File: config.mk
export PLATFORM = sky130hd
export DESIGN_NAME = framed_packet_deframer
export DESIGN_NICKNAME = d
export VERILOG_FILES = /design/src/rtl/core/fpd_pkg.sv /design/src/rtl/core/framed_packet_deframer.sv
export SDC_FILE = /design/constraint.sdc
export NUM_CORES = 1
export LEC_CHECK = 0
export BUFFER_PORTS_ARGS = -buffer_cell sky130_fd_sc_hd__buf_2
export CORE_MARGIN = 2
export CORE_UTILIZATION = 40
export DETAILED_ROUTE_END_ITERATION = 10
export PLACE_DENSITY = 0.52
export SLEW_MARGIN = 20
export SYNTH_ARGS = -nofsm -noshare
export SYNTH_HDL_FRONTEND = slang
export SYNTH_SLANG_ARGS = --single-unit
export TNS_END_PERCENT = 50
File: constraint.sdc
create_clock -name clk -period 7.2 [get_ports clk]
set_clock_uncertainty 0.05 [all_clocks]
set_input_delay 0.72 -clock clk [delete_from_list [all_inputs] [get_ports clk]]
set_output_delay 0.72 -clock clk [all_outputs]
set_load 0.01 [all_outputs]
File: src/rtl/core/fpd_pkg.sv
// Package: shared types and constants for the framed packet deframer.
`timescale 1ns / 1ps
`default_nettype none
package fpd_pkg;
  localparam int MaxPayload = 53;
  localparam int StoreDepth = 64;
  localparam int IdxW = 6;
  localparam int CntW = 7;
  localparam int HeaderBytes = 9;
  localparam int OverheadBytes = 11;
  localparam logic [7:0] SyncA = 8'hAA;
  localparam logic [7:0] SyncB = 8'h55;
  localparam logic [15:0] CrcInit = 16'hFFFF;
  localparam logic [15:0] CrcPoly = 16'h1021;
  localparam logic [7:0] VersionReset = 8'h01;
  localparam logic ActPush = 1'b0;
  localparam logic ActClear = 1'b1;

  typedef struct packed {
    logic       action;
    logic [7:0] rx_byte;
  } in_item_t;

  typedef struct packed {
    logic [7:0]  packet_type;
    logic [7:0]  packet_flags;
    logic [15:0] sequence_number;
    logic [5:0]  payload_length;
    logic [5:0]  byte_index;
    logic [7:0]  payload_byte;
    logic        has_data;
    logic        last;
  } out_item_t;

  function automatic logic [15:0] crc_bit(input logic [15:0] c);
    crc_bit = c[15] ? ((c << 1) ^ CrcPoly) : (c << 1);
  endfunction
endpackage
`default_nettype wire

File: src/rtl/core/framed_packet_deframer.sv
// Top level: byte store, sequencer, shared CRC bit unit and result register.
// Usage: push bytes or a clear request on the in channel (action, rx_byte).
// Each accepted request is processed by a sequencer that reads the 64-entry
// byte store through one registered read port. A clear only empties the
// store; a push that leaves fewer than two bytes held ends without a scan.
// A sync hunt reads each entry in turn (read, wait, check), up to 64
// entries, then checks the tail byte when no sync is found. The header
// check reads 7 entries. A CRC check covers 7+len bytes, each with one
// read, one load and eight steps of the shared CRC bit unit, then checks
// the two CRC bytes. After a bad frame one byte is dropped and the scan
// repeats from the hunt. A good frame is emitted as one result per payload
// byte (one header-only result for an empty payload), each passing through
// read, load and hold steps; the block waits on out ready, so a stalled
// receiver holds the current result. in ready is high only when the
// sequencer is idle. cfg writes of the protocol version are always
// taken. Reset empties the store and sets the version to 1; store
// contents need no clearing.
`timescale 1ns / 1ps
`default_nettype none
module framed_packet_deframer (
  input  wire logic              clk,
  input  wire logic              rst,
  input  wire logic              in_valid,
  output logic                   in_ready,
  input  wire fpd_pkg::in_item_t in_data,
  output logic                   out_valid,
  input  wire logic              out_ready,
  output fpd_pkg::out_item_t     out_data,
  input  wire logic              cfg_valid,
  output logic                   cfg_ready,
  input  wire logic [7:0]        cfg_data
);
  typedef enum logic [4:0] {
    S_IDLE, S_HUNT_RD, S_HUNT_WT, S_HUNT_CHK, S_TAIL_RD, S_TAIL_WT, S_TAIL_CHK,
    S_HDR_RD, S_HDR_WT, S_HDR_CHK, S_CRC_RD, S_CRC_WT, S_CRC_BIT, S_CMP_RD,
    S_CMP_WT, S_CMP_CHK, S_OUT_RD, S_OUT_WT, S_OUT_HOLD
  } state_t;

  state_t state;
  logic [7:0] mem [fpd_pkg::StoreDepth];
  logic [7:0] rd_data;
  logic [fpd_pkg::IdxW-1:0] rd_addr;
  logic rd_en;
  logic [fpd_pkg::CntW-1:0] fill_count;
  logic [fpd_pkg::IdxW-1:0] head_offset;
  logic [7:0] version;
  logic [fpd_pkg::CntW-1:0] idx;
  logic [7:0] prev;
  logic [2:0] bitn;
  logic [15:0] crc;
  logic [5:0] len;
  logic [7:0] ptype, pflags;
  logic [15:0] seqn;
  logic [7:0] got_lo;
  logic [fpd_pkg::CntW-1:0] total;

  assign in_ready  = (state == S_IDLE);
  assign cfg_ready = 1'b1;
  assign total     = fpd_pkg::CntW'(fpd_pkg::OverheadBytes) + {1'b0, len};

  always_comb begin
    rd_en   = 1'b0;
    rd_addr = head_offset + idx[fpd_pkg::IdxW-1:0];
    case (state)
      S_HUNT_RD, S_TAIL_RD, S_HDR_RD, S_CRC_RD, S_CMP_RD, S_OUT_RD: rd_en = 1'b1;
      default: rd_en = 1'b0;
    endcase
  end

  always_ff @(posedge clk) begin
    if (in_valid && in_ready && in_data.action == fpd_pkg::ActPush) begin
      mem[head_offset + fill_count[fpd_pkg::IdxW-1:0]] <= in_data.rx_byte;
    end
    if (rd_en) begin
      rd_data <= mem[rd_addr];
    end
  end

  always_ff @(posedge clk) begin
    if (rst) begin
      state       <= S_IDLE;
      fill_count  <= '0;
      head_offset <= '0;
      version     <= fpd_pkg::VersionReset;
      out_valid   <= 1'b0;
    end else begin
      if (cfg_valid) begin
        version <= cfg_data;
      end
      case (state)
        S_IDLE: begin
          if (in_valid) begin
            if (in_data.action == fpd_pkg::ActClear) begin
              fill_count  <= '0;
              head_offset <= '0;
            end else begin
              fill_count <= fill_count + 1'b1;
              idx        <= '0;
              state      <= S_HUNT_RD;
            end
          end
        end
        S_HUNT_RD: begin
          if (fill_count < 2) begin
            state <= S_IDLE;
          end else if (idx == fill_count) begin
            idx   <= fill_count - 1'b1;
            state <= S_TAIL_RD;
          end else begin
            state <= S_HUNT_WT;
          end
        end
        S_HUNT_WT: state <= S_HUNT_CHK;
        S_HUNT_CHK: begin
          if (idx != 0 && prev == fpd_pkg::SyncA && rd_data == fpd_pkg::SyncB) begin
            head_offset <= head_offset + fpd_pkg::IdxW'(idx - 1'b1);
            fill_count  <= fill_count - (idx - 1'b1);
            if (fill_count - (idx - 1'b1) < fpd_pkg::HeaderBytes) begin
              state <= S_IDLE;
            end else begin
              idx   <= 7'd2;
              state <= S_HDR_RD;
            end
          end else begin
            prev  <= rd_data;
            idx   <= idx + 1'b1;
            state <= S_HUNT_RD;
          end
        end
        S_TAIL_RD: state <= S_TAIL_WT;
        S_TAIL_WT: state <= S_TAIL_CHK;
        S_TAIL_CHK: begin
          if (rd_data == fpd_pkg::SyncA) begin
            head_offset <= head_offset + fpd_pkg::IdxW'(fill_count - 1'b1);
            fill_count  <= 7'd1;
          end else begin
            head_offset <= head_offset + fpd_pkg::IdxW'(fill_count);
            fill_count  <= '0;
          end
          state <= S_IDLE;
        end
        S_HDR_RD: state <= S_HDR_WT;
        S_HDR_WT: state <= S_HDR_CHK;
        S_HDR_CHK: begin
          idx   <= idx + 1'b1;
          state <= S_HDR_RD;
          case (idx)
            7'd2: if (rd_data != version) begin
              head_offset <= head_offset + 1'b1;
              fill_count  <= fill_count - 1'b1;
              idx         <= '0;
              state       <= S_HUNT_RD;
            end
            7'd3: ptype <= rd_data;
            7'd4: pflags <= rd_data;
            7'd5: seqn[7:0] <= rd_data;
            7'd6: seqn[15:8] <= rd_data;
            7'd7: got_lo <= rd_data;
            default: begin
              if (rd_data != 0 || got_lo > fpd_pkg::MaxPayload) begin
                head_offset <= head_offset + 1'b1;
                fill_count  <= fill_count - 1'b1;
                idx         <= '0;
                state       <= S_HUNT_RD;
              end else begin
                len <= got_lo[5:0];
                if (fill_count <
                    fpd_pkg::CntW'(fpd_pkg::OverheadBytes) + {1'b0, got_lo[5:0]}) begin
                  state <= S_IDLE;
                end else begin
                  crc   <= fpd_pkg::CrcInit;
                  idx   <= 7'd2;
                  state <= S_CRC_RD;
                end
              end
            end
          endcase
        end
        S_CRC_RD: begin
          if (idx == fpd_pkg::CntW'(fpd_pkg::HeaderBytes) + {1'b0, len}) begin
            state <= S_CMP_RD;
          end else begin
            state <= S_CRC_WT;
          end
        end
        S_CRC_WT: begin
          crc   <= crc ^ {rd_data, 8'h00};
          bitn  <= '0;
          state <= S_CRC_BIT;
        end
        S_CRC_BIT: begin
          crc  <= fpd_pkg::crc_bit(crc);
          bitn <= bitn + 1'b1;
          if (bitn == 3'd7) begin
            idx   <= idx + 1'b1;
            state <= S_CRC_RD;
          end
        end
        S_CMP_RD: state <= S_CMP_WT;
        S_CMP_WT: state <= S_CMP_CHK;
        S_CMP_CHK: begin
          if (idx == fpd_pkg::CntW'(fpd_pkg::HeaderBytes) + {1'b0, len}) begin
            if (rd_data != crc[7:0]) begin
              head_offset <= head_offset + 1'b1;
              fill_count  <= fill_count - 1'b1;
              idx         <= '0;
              state       <= S_HUNT_RD;
            end else begin
              idx   <= idx + 1'b1;
              state <= S_CMP_RD;
            end
          end else if (rd_data != crc[15:8]) begin
            head_offset <= head_offset + 1'b1;
            fill_count  <= fill_count - 1'b1;
            idx         <= '0;
            state       <= S_HUNT_RD;
          end else begin
            idx   <= 7'd9;
            state <= S_OUT_RD;
          end
        end
        S_OUT_RD: state <= S_OUT_WT;
        S_OUT_WT: begin
          out_valid                <= 1'b1;
          out_data.packet_type     <= ptype;
          out_data.packet_flags    <= pflags;
          out_data.sequence_number <= seqn;
          out_data.payload_length  <= len;
          out_data.byte_index      <= (len == 0) ? 6'd0 : 6'(idx - 7'd9);
          out_data.payload_byte    <= (len == 0) ? 8'd0 : rd_data;
          out_data.has_data        <= (len != 0);
          out_data.last            <= (len == 0) || (idx == 7'd8 + {1'b0, len});
          state                    <= S_OUT_HOLD;
        end
        S_OUT_HOLD: begin
          if (out_ready) begin
            out_valid <= 1'b0;
            if (out_data.last) begin
              head_offset <= head_offset + fpd_pkg::IdxW'(total);
              fill_count  <= fill_count - total;
              state       <= S_IDLE;
            end else begin
              idx   <= idx + 1'b1;
              state <= S_OUT_RD;
            end
          end
        end
        default: state <= S_IDLE;
      endcase
    end
  end

`ifndef SYNTHESIS
  a_out_only_hold: assert property (@(posedge clk) disable iff (rst)
    out_valid |-> state == S_OUT_HOLD) else $error("result outside hold");
  a_fill_bound: assert property (@(posedge clk) disable iff (rst)
    fill_count <= 7'd64) else $error("store overfilled");
  a_busy: assert property (@(posedge clk) disable iff (rst)
    (in_valid && in_ready && in_data.action == fpd_pkg::ActPush) |=> !in_ready)
    else $error("push not processed");
`endif
endmodule
`default_nettype wire
==> flow_metrics.tcl <==
set metrics [dict create \
    status "finished clean" \
    max_cap_viol_count 0 \
    hold_violations 0 \
    synth-seq-area-share 0.692 \
    drive_gt1_frac 0.215 \
    die_w_um 274 \
    max_slew.worst_pin.slew_ns 1.11 \
    initial_core_util 0.402 \
    end_kind "register" \
    ys_seq_elements 681 \
    antenna_found_initial 0 \
    syn_area_um2 29200 \
    vias_per_cell 5.53 \
    min_period_over_period 0.609 \
    startpoint_type "register" \
    cts_resized 0 \
    critPathMaxFanout 16 \
    synth_cells 1694 \
    drtPass1Iterations 5 \
    core_um2 72600 \
    root_buffer "clkbuf_16" \
    hpwl_mm 45.6 \
    synth-edff-count 654 \
    synth_nets 1775 \
    cp.arrival_ns 4.85 \
    grt_pass1_vias 16058 \
    io-pin-count 79 \
    p_leak_nw 10.7 \
    hold_buffers 0 \
    ir_worst_vdd_mv 0.171 \
    areaGrowthSynthToFinish_pct 13.6 \
    nNetsFinal 1877 \
    cts_buffers 74 \
    synth_xor_area_frac 0.0308 \
    synth_area_leaders "edfxtp_1 (67%), mux4_2 (12%), ha_1 (2.3%)" \
    rrSetupSlack_ns 2.81 \
    slowest_stage "or3_1" \
    cellPowerDensity_nw_per_um2 283 \
    max_freq_mhz 228 \
    clkSlewWorstSetupHoldPaths_ns 0.06 \
    num_antenna_cells 0 \
    p_sw_mw 2.33 \
    placement.io_buffers 77 \
    grt_pass1_wl_mm 108 \
    chipHeight_um 274 \
    final_cells 2812 \
    synth_top_area_share 0.673 \
    crit_required_ns 7.66 \
    muxShareOfSynthArea 0.131 \
    slew_headroom 0.259 \
    critPathMaxStageDelay_ns 0.70 \
    ys_warn_count 0 \
    synthFlopType "edfxtp_1" \
    gp_congestion 0.822 \
    rows 99 \
    die_area_um2 75100 \
    hold_path.startpoint "cfg_data[0]" \
    r2r_start "state[1]" \
    clk_path_buf_depth 3 \
    clk_latency_ns 0.63 \
    report.final.slew_viol_count 0 \
    holdPathStages 2 \
    synth-compound-area-share 0.0435 \
    seqPwrFrac 0.475 \
    async_reset_ff_frac 0 \
    setup_viol 0 \
    ant_nets 0 \
    synthAdderAreaFrac 0.0269 \
    timing.critical_path.mode_cell "a21oi_1" \
    postCtsSetupBuffers 0 \
    yosys.area_share.simple 0.0587 \
    pwr-share-clk 0.395 \
    pwr-share-comb 0.131 \
    cts_tree "yes" \
    drtIter0Drc 1353 \
    htreeDepth 3 \
    setup_tns_ns 0 \
    grt_use_total 0.196 \
    fin_crit_ns 4.39 \
    wl_per_cell_um 25.7 \
    synth_top_area_cell "edfxtp_1" \
    r2r_cells 13 \
    reg2reg_to "fill_count[6]" \
    worstPathCellList "inv_1, or3_1, a21oi_1, ha_1, fa_1, nor2b_1, nor3_1, o21bai_1, a21oi_1, xnor3_1, o221a_1, or4b_1, a31oi_1" \
    grt_remaining_overflow 0 \
    drt_wl_total_mm 72.3 \
    worstSetupPathType "reg2reg" \
    route.detailed.drc 0 \
    grt_max_degree 68 \
    synth_top_family_by_area "multiplexers" \
    syn_avg_cell_area_um2 17.2 \
    min_to "version[0]" \
    vias 15548 \
    placedCellCount 2679 \
    rsz0062_at_grt "false" \
    power.internal_mw 7.05 \
    min_path_type "in2reg" \
    finalPower_mw 9.38 \
    cts_sinks 681 \
    p_sw_frac 0.248 \
    synth.distinct_cells 75 \
]
==> critical path: cells and delay by family, from the launching register on <==
kind / cells / cell delay (ns)
DFF: 1 / 0.55
and+or+nand+nor: 4 / 1.50
adders and majority gates: 2 / 0.47
AOI/OAI and AO/OA: 5 / 1.07
xor gates and xnor gates: 1 / 0.34
buffers and inverters: 1 / 0.29
==> layout by cell type, fill, tap and decap left out, types with 8 or more instances in the layout <==
cell,n
a211oi_1,18
a21o_1,10
a21oi_1,52
buf_2,70
buf_4,38
clkbuf_1,13
clkbuf_16,74
clkinv_1,19
dfxtp_1,27
edfxtp_1,654
ha_1,52
inv_1,35
mux2i_1,21
mux4_2,160
nand2_1,58
nand2b_1,11
nand3_1,25
nand4_1,10
nor2_1,146
nor2_2,8
nor2b_1,32
nor3_1,25
nor4_1,8
o211ai_1,11
o21ai_0,28
o22ai_1,11
xnor2_1,63
xor2_1,34
==> Yosys cell counts, types with 10 or more instances <==
cell type,instances
a211oi_1,19
a21o_1,10
a21oi_1,52
buf_1,11
buf_2,21
clkbuf_1,46
dfxtp_1,27
edfxtp_1,654
ha_1,53
inv_1,35
mux2i_1,21
mux4_2,160
nand2_1,58
nand2b_1,11
nand3_1,25
nand4_1,10
nor2_1,154
nor2b_1,32
nor3_1,25
o211ai_1,11
o21ai_0,28
o22ai_1,12
xnor2_1,66
xor2_1,34
==> sequential cells by signal, summed over array words and instances (netlist names) <==
name	cells
bitn	3
crc	16
fill_count	7
got_lo	8
head_offset	6
idx	7
len	6
mem	512
out_data	54
out_valid	1
pflags	8
prev	8
ptype	8
rd_data	8
seqn	16
state	5
version	8
==> cells by family after synthesis <==
family,Yosys count
AO/OA/AOI/OAI,190
XOR/XNOR,101
adder cells (fa/ha/maj),59
buffers and inverters,119
flip-flops,681
multiplexers,181
other,1
AND/OR/NAND/NOR,362
==> through the flow <==
step | cell area [um2] | util | setup WS (ns) | hold WS (ns)
finish | 33100 | 0.457 | 2.81 | 0.271
global placement | 30700 | 0.423 | 2.84 | 0.352
floorplan | 29200 | - | 3.28 | 0.350
detailed placement | 30700 | 0.423 | 2.82 | 0.355
global route | 33100 | 0.457 | 2.59 | 0.249
CTS | 33100 | 0.456 | 2.84 | 0.237
==> layer usage <==
layer / routed length, um / track usage / up-vias
li1: - / - / 6900
met1: 30400 / 0.258 / 8119
met4: 1690 / 0.0565 / 0
met3: 3070 / 0.0278 / 109
met5: 0 / 0 / -
met2: 37100 / 0.340 / 420
==> area by class of cell <==
class,instances,area (um2)
fillers,6365,39400
flip-flops and latches,681,20200
multi-input cells,894,8560
clock buffers,89,1930
well taps,959,1200
repair buffers,110,676
clock inverters,44,463
inverters,35,131
==> power by group through the flow <==
stage | registers [mW] | clock network [mW] | logic [mW]
global route | 4.46 | 3.94 | 1.32
CTS | 4.45 | 3.79 | 1.25
global placement | 4.54 | 0 | 1.24
finish | 4.45 | 3.70 | 1.23
detailed placement | 4.54 | 0 | 1.25
floorplan | 4.49 | 0 | 0.854
==> how the worst max path moves through the flow <==
stage	from	endpoint
after floorplan	rst	out_data[0]
after global placement	idx[0]	rd_data[3]
after detailed placement	idx[0]	rd_data[0]
after CTS	idx[0]	rd_data[0]
after global routing	state[4]	fill_count[6]
final	state[1]	fill_count[6]
No activity file was read; power rests on OpenSTA's default activity.
